$ cat src/hw/rtl/pfe_pkg.sv
// ============================================================================
// pfe_pkg
// Shared types, constants and the CRC15 byte update for the PEC frame engine.
// ============================================================================
`timescale 1ns / 1ps
`default_nettype none

package pfe_pkg;

  localparam logic [14:0] PEC_POLY  = 15'h4599;
  localparam logic [14:0] PEC_SEED  = 15'h0010;
  localparam int          QDEPTH    = 4;
  localparam int          MAX_ITEMS = 3;
  localparam int          PTR_W     = $clog2(QDEPTH);
  localparam int          CNT_W     = $clog2(QDEPTH + 1);

  typedef struct packed {
    logic [7:0] data;
    logic       last;
    logic       ok;
    logic       err;
  } pfe_item_t;

  typedef struct packed {
    logic [1:0]      count;
    pfe_item_t [2:0] item;
  } pfe_push_t;

  // One byte through the CRC15, MSB first.
  function automatic logic [14:0] pec_update(input logic [14:0] crc_in,
                                             input logic [7:0]  b);
    logic [14:0] c;
    c = crc_in ^ {b, 7'b0};
    for (int k = 0; k < 8; k++) begin
      if (c[14]) begin
        c = {c[13:0], 1'b0} ^ PEC_POLY;
      end else begin
        c = {c[13:0], 1'b0};
      end
    end
    return c;
  endfunction

endpackage

`default_nettype wire

$ cat src/hw/rtl/pfe_core.sv
// ============================================================================
// pfe_core
// Frame state (CRC, two-byte delay line, count) and result items per word.
// ============================================================================
`timescale 1ns / 1ps
`default_nettype none

module pfe_core
  import pfe_pkg::*;
(
  input  wire logic       clk,
  input  wire logic       rst,
  input  wire logic       in_valid,
  input  wire logic       in_mode,
  input  wire logic [7:0] in_byte,
  input  wire logic       in_last,
  output pfe_push_t       push
);

  logic [14:0] crc;
  logic [14:0] crc_next;
  logic [7:0]  held0;
  logic [7:0]  held0_next;
  logic [7:0]  held1;
  logic [7:0]  held1_next;
  logic [1:0]  cnt;
  logic [1:0]  cnt_next;

  logic [7:0]  upd_byte;
  logic [14:0] crc_upd;
  logic [15:0] pec;

  assign upd_byte = in_mode ? held0 : in_byte;
  assign crc_upd  = pec_update(crc, upd_byte);
  assign pec      = {crc_upd, 1'b0};

  always_comb begin
    crc_next   = crc;
    held0_next = held0;
    held1_next = held1;
    cnt_next   = cnt;
    push       = '0;
    push.item[0].data = in_byte;
    if (in_valid) begin
      if (!in_mode) begin
        if (in_last) begin
          push.count        = 2'd3;
          push.item[1].data = pec[15:8];
          push.item[2].data = pec[7:0];
          push.item[2].last = 1'b1;
          crc_next          = PEC_SEED;
          held0_next        = '0;
          held1_next        = '0;
          cnt_next          = '0;
        end else begin
          push.count = 2'd1;
          crc_next   = crc_upd;
        end
      end else if (!in_last) begin
        push.count = 2'd1;
        if (cnt >= 2'd2) begin
          crc_next = crc_upd;
        end
        held0_next = held1;
        held1_next = in_byte;
        if (cnt != 2'd3) begin
          cnt_next = cnt + 2'd1;
        end
      end else begin
        push.count        = 2'd1;
        push.item[0].last = 1'b1;
        if (cnt < 2'd2) begin
          push.item[0].err = 1'b1;
        end else begin
          push.item[0].ok = (pec == {held1, in_byte});
        end
        crc_next   = PEC_SEED;
        held0_next = '0;
        held1_next = '0;
        cnt_next   = '0;
      end
    end
  end

  always_ff @(posedge clk) begin
    if (rst) begin
      crc   <= PEC_SEED;
      held0 <= '0;
      held1 <= '0;
      cnt   <= '0;
    end else begin
      crc   <= crc_next;
      held0 <= held0_next;
      held1 <= held1_next;
      cnt   <= cnt_next;
    end
  end

  a_restart: assert property (@(posedge clk) disable iff (rst)
    in_valid && in_last |=> crc == PEC_SEED && cnt == 2'd0)
    else $error("frame state not restarted after last word");

  a_flags_excl: assert property (@(posedge clk) disable iff (rst)
    !(push.item[0].ok && push.item[0].err))
    else $error("pec_ok and frame_error both set");

  a_three_ends: assert property (@(posedge clk) disable iff (rst)
    push.count == 2'd3 |-> push.item[2].last && !push.item[0].last && !in_mode)
    else $error("appended PEC words malformed");

  a_flags_check_only: assert property (@(posedge clk) disable iff (rst)
    in_valid && !in_mode |-> !push.item[0].ok && !push.item[0].err)
    else $error("flags raised in generate mode");

endmodule

`default_nettype wire

$ cat src/hw/rtl/pfe_queue.sv
// ============================================================================
// pfe_queue
// Four-entry result queue; takes up to three items per cycle, emits one when m_ready is high.
// ============================================================================
`timescale 1ns / 1ps
`default_nettype none

module pfe_queue
  import pfe_pkg::*;
(
  input  wire logic  clk,
  input  wire logic  rst,
  input  pfe_push_t  push,
  output logic       room,
  output logic       m_valid,
  input  wire logic  m_ready,
  output pfe_item_t  m_item
);

  pfe_item_t        q [QDEPTH];
  logic [PTR_W-1:0] wr_ptr;
  logic [PTR_W-1:0] rd_ptr;
  logic [CNT_W-1:0] count;
  logic             pop;

  assign m_valid = (count != '0);
  assign pop     = m_valid && m_ready;
  assign room    = (count <= CNT_W'(QDEPTH - MAX_ITEMS));
  assign m_item  = q[rd_ptr];

  always_ff @(posedge clk) begin
    for (int i = 0; i < MAX_ITEMS; i++) begin
      if (2'(i) < push.count) begin
        q[wr_ptr + PTR_W'(i)] <= push.item[i];
      end
    end
  end

  always_ff @(posedge clk) begin
    if (rst) begin
      wr_ptr <= '0;
      rd_ptr <= '0;
      count  <= '0;
    end else begin
      wr_ptr <= wr_ptr + PTR_W'(push.count);
      rd_ptr <= rd_ptr + PTR_W'(pop);
      count  <= count + CNT_W'(push.count) - CNT_W'(pop);
    end
  end

  a_no_overflow: assert property (@(posedge clk) disable iff (rst)
    push.count != 2'd0 |-> count <= CNT_W'(QDEPTH - MAX_ITEMS))
    else $error("push into full queue");

  a_count_range: assert property (@(posedge clk) disable iff (rst)
    count <= CNT_W'(QDEPTH))
    else $error("queue count out of range");

  a_ptr_track: assert property (@(posedge clk) disable iff (rst)
    count == '0 |-> wr_ptr == rd_ptr)
    else $error("pointers disagree on empty queue");

endmodule

`default_nettype wire

$ cat src/hw/rtl/pec15_frame_engine_top.sv
// ============================================================================
// pec15_frame_engine_top
// CRC15 (poly 0x4599, seed 16) PEC generate/check engine on a byte stream.
// ============================================================================
// Input stream s_*: one frame byte per word, s_tlast on the final byte,
// s_tuser = mode (0 generate, 1 check), applied per word.
// Output stream m_*: every input byte is echoed. In generate mode the last
// byte is followed by the PEC high and low bytes; m_tlast marks the low one.
// In check mode the echo of the last byte carries m_tlast and the flags
// pec_ok / frame_error in m_tuser.
// The echo is registered in the result queue before it appears on m_*.
// Throughput: one word per cycle while s_tready is high; the CRC byte
// update is combinational. A generate-mode last byte puts three words into
// the four-entry result queue, so input stalls until it drains to one word.
// s_tready is high while the queue holds at most one word, so a stalled
// receiver fills the queue and then holds off the input; nothing is dropped.
// Reset (rst, synchronous) empties the queue and reloads the seed; the frame
// state also restarts after each last byte.
// ============================================================================
`timescale 1ns / 1ps
`default_nettype none

module pec15_frame_engine_top
  import pfe_pkg::*;
(
  input  wire logic       clk,
  input  wire logic       rst,
  input  wire logic       s_tvalid,
  output logic            s_tready,
  input  wire logic [7:0] s_tdata,   // [7:0] data_byte
  input  wire logic       s_tlast,
  input  wire logic       s_tuser,   // [0] mode
  output logic            m_tvalid,
  input  wire logic       m_tready,
  output logic [7:0]      m_tdata,   // [7:0] out_byte
  output logic            m_tlast,
  output logic [1:0]      m_tuser    // [0] pec_ok, [1] frame_error
);

  pfe_push_t push;
  pfe_item_t head;
  logic      room;

  assign s_tready = room;

  pfe_core u_core (
    .clk      (clk),
    .rst      (rst),
    .in_valid (s_tvalid && room),
    .in_mode  (s_tuser),
    .in_byte  (s_tdata),
    .in_last  (s_tlast),
    .push     (push)
  );

  pfe_queue u_queue (
    .clk     (clk),
    .rst     (rst),
    .push    (push),
    .room    (room),
    .m_valid (m_tvalid),
    .m_ready (m_tready),
    .m_item  (head)
  );

  assign m_tdata = head.data;
  assign m_tlast = head.last;
  assign m_tuser = {head.err, head.ok};

endmodule

`default_nettype wire

$ cat config.mk
export PLATFORM = sky130hd
export DESIGN_NAME = pec15_frame_engine_top
export DESIGN_NICKNAME = d
export VERILOG_FILES = /design/src/hw/rtl/pfe_pkg.sv /design/src/hw/rtl/pfe_core.sv /design/src/hw/rtl/pfe_queue.sv /design/src/hw/rtl/pec15_frame_engine_top.sv
export SDC_FILE = /design/constraint.sdc
export NUM_CORES = 1
export LEC_CHECK = 0
export BUFFER_PORTS_ARGS = -buffer_cell sky130_fd_sc_hd__buf_2
export CORE_ASPECT_RATIO = 0.75
export CORE_MARGIN = 2
export CORE_UTILIZATION = 55
export CTS_CLUSTER_DIAMETER = 200
export DETAILED_ROUTE_END_ITERATION = 7
export PLACE_DENSITY = 0.73
export SYNTH_ARGS = -nofsm -noshare
export SYNTH_HDL_FRONTEND = slang
export SYNTH_HIERARCHICAL = 1
export SYNTH_SLANG_ARGS = --single-unit
$ cat constraint.sdc
create_clock -name clk -period 5.9 [get_ports clk]
set_clock_uncertainty 0.2 [all_clocks]
set_input_delay 0.885 -clock clk [delete_from_list [all_inputs] [get_ports clk]]
set_output_delay 0.885 -clock clk [all_outputs]
set_load 0.05 [all_outputs]
[Word-level counts from Yosys, hierarchy flattened]
Memories as Yosys holds them, arrays and structs flattened. A register that Yosys moved wholly into a read port is not among the register bits.
Cells that the tools add are included.
Cells by class
  $add $sub $neg: 7
  $mul: 0
  div/mod/pow operators: 0
  $lt $le $gt $ge: 6
  equal/unequal tests: 3
  shift-type cells: 0
  multiplexer cells: 42
  bitwise gates (word level): 9
  reduce and logical (&&, ||, !) cells: 8
Operators by type and width (count)
  15-bit 2-to-1 mux: 12
  8-bit 2-to-1 mux: 9
  7-bit NOT: 8
  9-bit 2-to-1 mux: 2
  16-bit == test: 1
  15-bit XOR: 1
  2-bit 2-to-1 mux: 7
  11-bit 2-to-1 mux: 1
  3-bit 2-to-1 mux: 3
  1-bit 2-to-1 mux: 8
  2-bit by 1-bit adder with 2-bit output, second input constant: 2
  1-bit by 2-bit less-than comparator with 1-bit output, first input constant: 2
  2-bit AND reduction: 2
  2-bit nonzero test: 2
  3-bit by 2-bit adder with 3-bit output: 1
  3-bit by 1-bit <= comparator with 1-bit output, second input constant: 1
  3-bit by 2-bit inequality test with 1-bit output, second input constant: 1
  3-bit AND reduction: 1
  3-bit nonzero test: 1
  3-bit by 1-bit subtractor with 3-bit output: 1
  2-bit by 1-bit adder with 2-bit output: 1
  2-bit adder: 1
  2-bit adder, second input constant: 1
  2-bit >= comparator, second input constant: 1
  other kinds (4): 5
Storage, ports and cells
  register bits: 40
  bits in latches: 0
  RAM bits: 44
  memory bits (read-only): 0
  output and inout bits: 13
  word-level logic and storage cells: 83
  memories kept: 1
Memory list
  u_queue.q: depth 4, bits a word 11, read ports 1, clocked after Yosys merged registers in 1, wr ports 3, line pfe_queue.sv:20  | pfe_item_t q [QDEPTH];

[Longest topological paths before layout]
  depth in word-level cells: 24
  mapped depth: 14
  depth with buffers taken out: 11

[Cells and area by module]
The synthesis kept the hierarchy.
Modules (own cells, without submodules)
  pfe_queue: instances 1, cells an instance 312, area an instance 2985.4 um2, sequential area each 1461.4 um2
  pfe_core: instances 1, cells an instance 292, area an instance 2670.1 um2, sequential area each 660.6 um2
  pec15_frame_engine_top: instances 1, cells an instance 1, area an instance 6.3 um2, sequential area each 0.0 um2

[Worst setup path before layout]
Ideal clock, no wire load.
  kind: in2reg
  from: input port s_tuser
  to: memory u_queue/q[0][1] (netlist name), data pin
  setup time: 0.152 ns
  data arrival time: 3.800 ns
  required time: 5.548 ns
  slack: 1.749 ns
  stages: 11
  path buffers: 1
  path through: buf_6 > mux2i_1 > xnor2_2 > xor2_1 > xnor3_2 > xnor3_1 > or3_1 > a211oi_2 > o2111a_1 > nand2_1 > a31oi_1
RTL lines
  start: declaration: line pec15_frame_engine_top.sv:32  | input wire logic s_tuser,
  end: declaration: line pfe_queue.sv:20

==> run_results.csv <==
group,metric,value,unit
power,power_leakage,2.36,nW
yosys,syn_inst,605,
critical_path,cp.arrival,4.47,ns
yosys,syn_area,5660,sq um
yosys,yosysTopAreaCell,"edfxtp_1",
critical_path,crit_path_top_delay_cell,"xor2_1",
run_status,status,"finished, final reports clean",
clock_network,post_cts_buffers,0,
timing,rsz0062_at_grt,"false",
grt,grt.total_usage,27.2,%
floorplanning,ios,27,
clock_network,cts_num_sinks,84,
cells_and_area,regArea,2120,sq um
yosys,synth_seq_cells,84,
clock_network,clock_latency,0.35,ns
critical_path,start_kind,"input pin",
critical_path,max_stage_delay,0.55,ns
clock_network,ctsHoldBuffers,0,
cells_and_area,drive_above_1_share,14.0,%
cells_and_area,nFillCells,872,
flow_run,maxCapViolations,0,
power,ir_worst_vdd,0.376,mV
routing,wl,14300,um
routing,vias_per_cell,6.17,
yosys,yosys-top-cells-area,"edfxtp_1 23%, dfxtp_1 14%, nor2_1 6.6%, nand2_1 6.3%, a31oi_1 5.3%",
cells_and_area,multiInputGateArea,3220,sq um
timing,period_needed,4.48,ns
placed_design,io_buffer_count,26,
yosys,ys_warn_count,6,
timing,tightest_slew,1.13,ns
timing,report.final.setup_viol,0,
timing,hold_violations,0,
timing,min_period_over_period,75.9,%
yosys,yosysTopAreaCellShare,23.3,%
routing,route.vias.total,4593,
clock_network,cts.clk_slew.worst_paths,0.06,ns
critical_path,worst-setup-path-type,"input pin to flip-flop",
clock_network,cts_root_buf,"clkbuf_16",
placed_design,dpl.hpwl,10100,um
clock_network,clockBufferDepth,2,
routing,wl_per_cell,19.2,um
cells_and_area,finalNetCount,624,
hold_path,hp-class,"flip-flop to flip-flop",
grt,use_met1,40.1,%
grt,grt-busiest-layer,"met2",
yosys,synth_edf_count,44,
yosys,dominantRegCellSynth,"edfxtp_1",
cells_and_area,syn_to_final_growth,6.63,%
grt,grt_util_met3,4.42,%
critical_path,required,5.89,ns
timing,relSlewSlack,24.3,%
critical_path,worstPathCellList,"buf_2, mux2i_1, xnor2_4, xor2_1, xnor3_2, xnor3_1, or3_1, a211oi_2, o2111a_1, nand2_1, a31oi_1",
yosys,synth_area_per_cell,9.36,sq um
grt,antenna_found_initial,0,
floorplanning,die_y,91.9,um
clock_network,cts-resized-gates,0,
cells_and_area,antennaDiodeCount,0,
clock_network,cts-htree-levels,3,
critical_path,path_max_fanout,12,
grt,grt_use_met2,40.3,%
routing,drc_errors,0,
floorplanning,start_util,55.7,%
routing,drt-initial-drc-count,596,
grt,grt-ovfl-total,0,
grt,grt_pass1_vias,4343,
critical_path,critPathCaptureType,"flip-flop",
grt,grt_start_max_net_pins,42,
clock_network,numCtsBuffers,9,
timing,fmax,0.223,GHz
floorplanning,dieArea,11100,sq um
placed_design,routabilityCongestion,0.941,
routing,drt-pass1-iter-count,6,
grt,grt_pass1_wl,23100,um
yosys,async_flop_share,0,%
power,power-per-cell-area,538,nW/um^2
floorplanning,fp.dieW,121,um
yosys,synth_cell_types,62,
cells_and_area,utilization,59.4,%
clock_network,cts_tree,"done",
floorplanning,rows,32,
floorplanning,core-area,10200,sq um
routing,antenna_left,0,
timing,finalSetupTns,0,ns
timing,drv_slew,0,
yosys,yosysSeqAreaShare,37.5,%
[worst paths after layout]
kind	startpoint	end	slack (ns)	depth (start not counted)
setup / recovery	s_tuser	u_queue/q[3][1]	1.42	11
hold / removal	u_core/held0[0]	u_core/held0[0]	0.32	2
setup reg to reg	u_core/held0[5]	u_queue/q[3][1]	2.07	10
hold reg to reg	u_core/held0[0]	u_core/held0[0]	0.32	2
[state kept, by name (all words and copies together), names as in the netlist]
signal          count
u_core/cnt          2
u_core/crc         15
u_core/held0        8
u_core/held1        8
u_queue/count       3
u_queue/q          44
u_queue/rd_ptr      2
u_queue/wr_ptr      2
[layout make-up]
type | instances | area share, %
clock inverter | 3 | 0.311
tap | 136 | 2.82
clock buffer | 13 | 4.56
timing repair buffer | 34 | 3.15
sequential | 84 | 35.2
multi-input combinational | 465 | 53.4
inverter | 10 | 0.622
[power breakdown]
part	switching, W	total, W	internal [W]	leakage, nW
clock network	0.000227	0.000554	0.000327	0.145
registers	0.000101	0.000825	0.000724	0.736
logic	0.00113	0.00187	0.000739	1.48
total	0.00146	0.00325	0.00179	2.36
[per-layer routing]
metal  part of all wire [%]  routed length, um
met5                      0                  0
met4                    2.5                357
met3                    9.5               1360
met2                     44               6310
met1                     44               6260
[through the flow]
step	setup slack, ns	std cells	area (sq um)	total power (W)	hold slack (ns)
final	1.42	745	6040	0.00325	0.319
after detailed placement	1.11	729	5740	0.00267	0.299
after global routing	1.16	745	6040	0.00342	0.349
after floorplan	1.75	610	5680	0.00228	0.276
after CTS	1.45	745	6040	0.00323	0.314
after global placement	1.21	729	5740	0.00262	0.299
[critical path, delay by kind of cell]
kind            cells  cell delay, ns
mux                 1            0.43
xor+xnor            4            1.68
compound gates      3            0.67
buf+inv             1            0.32
simple gates        2            0.48
[cell usage after synthesis, drive strengths merged (5+ instances only)]
master	n
a31oi	48
and2	6
nor3	6
clkbuf	10
nand3b	7
edfxtp	44
mux2i	11
xor2	26
nand2	95
mux4	11
ha	5
a21oi	9
inv	10
dfxtp	40
buf	41
nand3	11
a22oi	22
xnor2	38
xnor3	8
o21ai	13
nor2	100
[layout by cell type (no fill, tap or decap), types with 12 or more instances in the layout]
cell / netlist / final
dfxtp_1: 40 / 40
a22oi_1: 22 / 22
edfxtp_1: 44 / 44
buf_2: 17 / 26
o21ai_0: 12 / 12
xnor2_1: 31 / 31
a31oi_1: 48 / 48
nand2_1: 95 / 95
xor2_1: 22 / 22
nor2_1: 100 / 100
[logic make-up (layout without fill, tap and decap cells)]
family / count (synthesis) / after routing / share of synthesized area (%)
AND/OR/NAND/NOR: 252 / 252 / 19.9
AO/OA/AOI/OAI: 107 / 107 / 12.5
flip-flops: 84 / 84 / 37.5
XOR/XNOR: 72 / 72 / 15.6
buffers and inverters: 61 / 60 / 6.14
multiplexers: 22 / 22 / 6.76
adder cells (fa/ha/maj): 6 / 6 / 1.46
other: 1 / 6 / 0.0662
(Power assumes the default switching activity.)
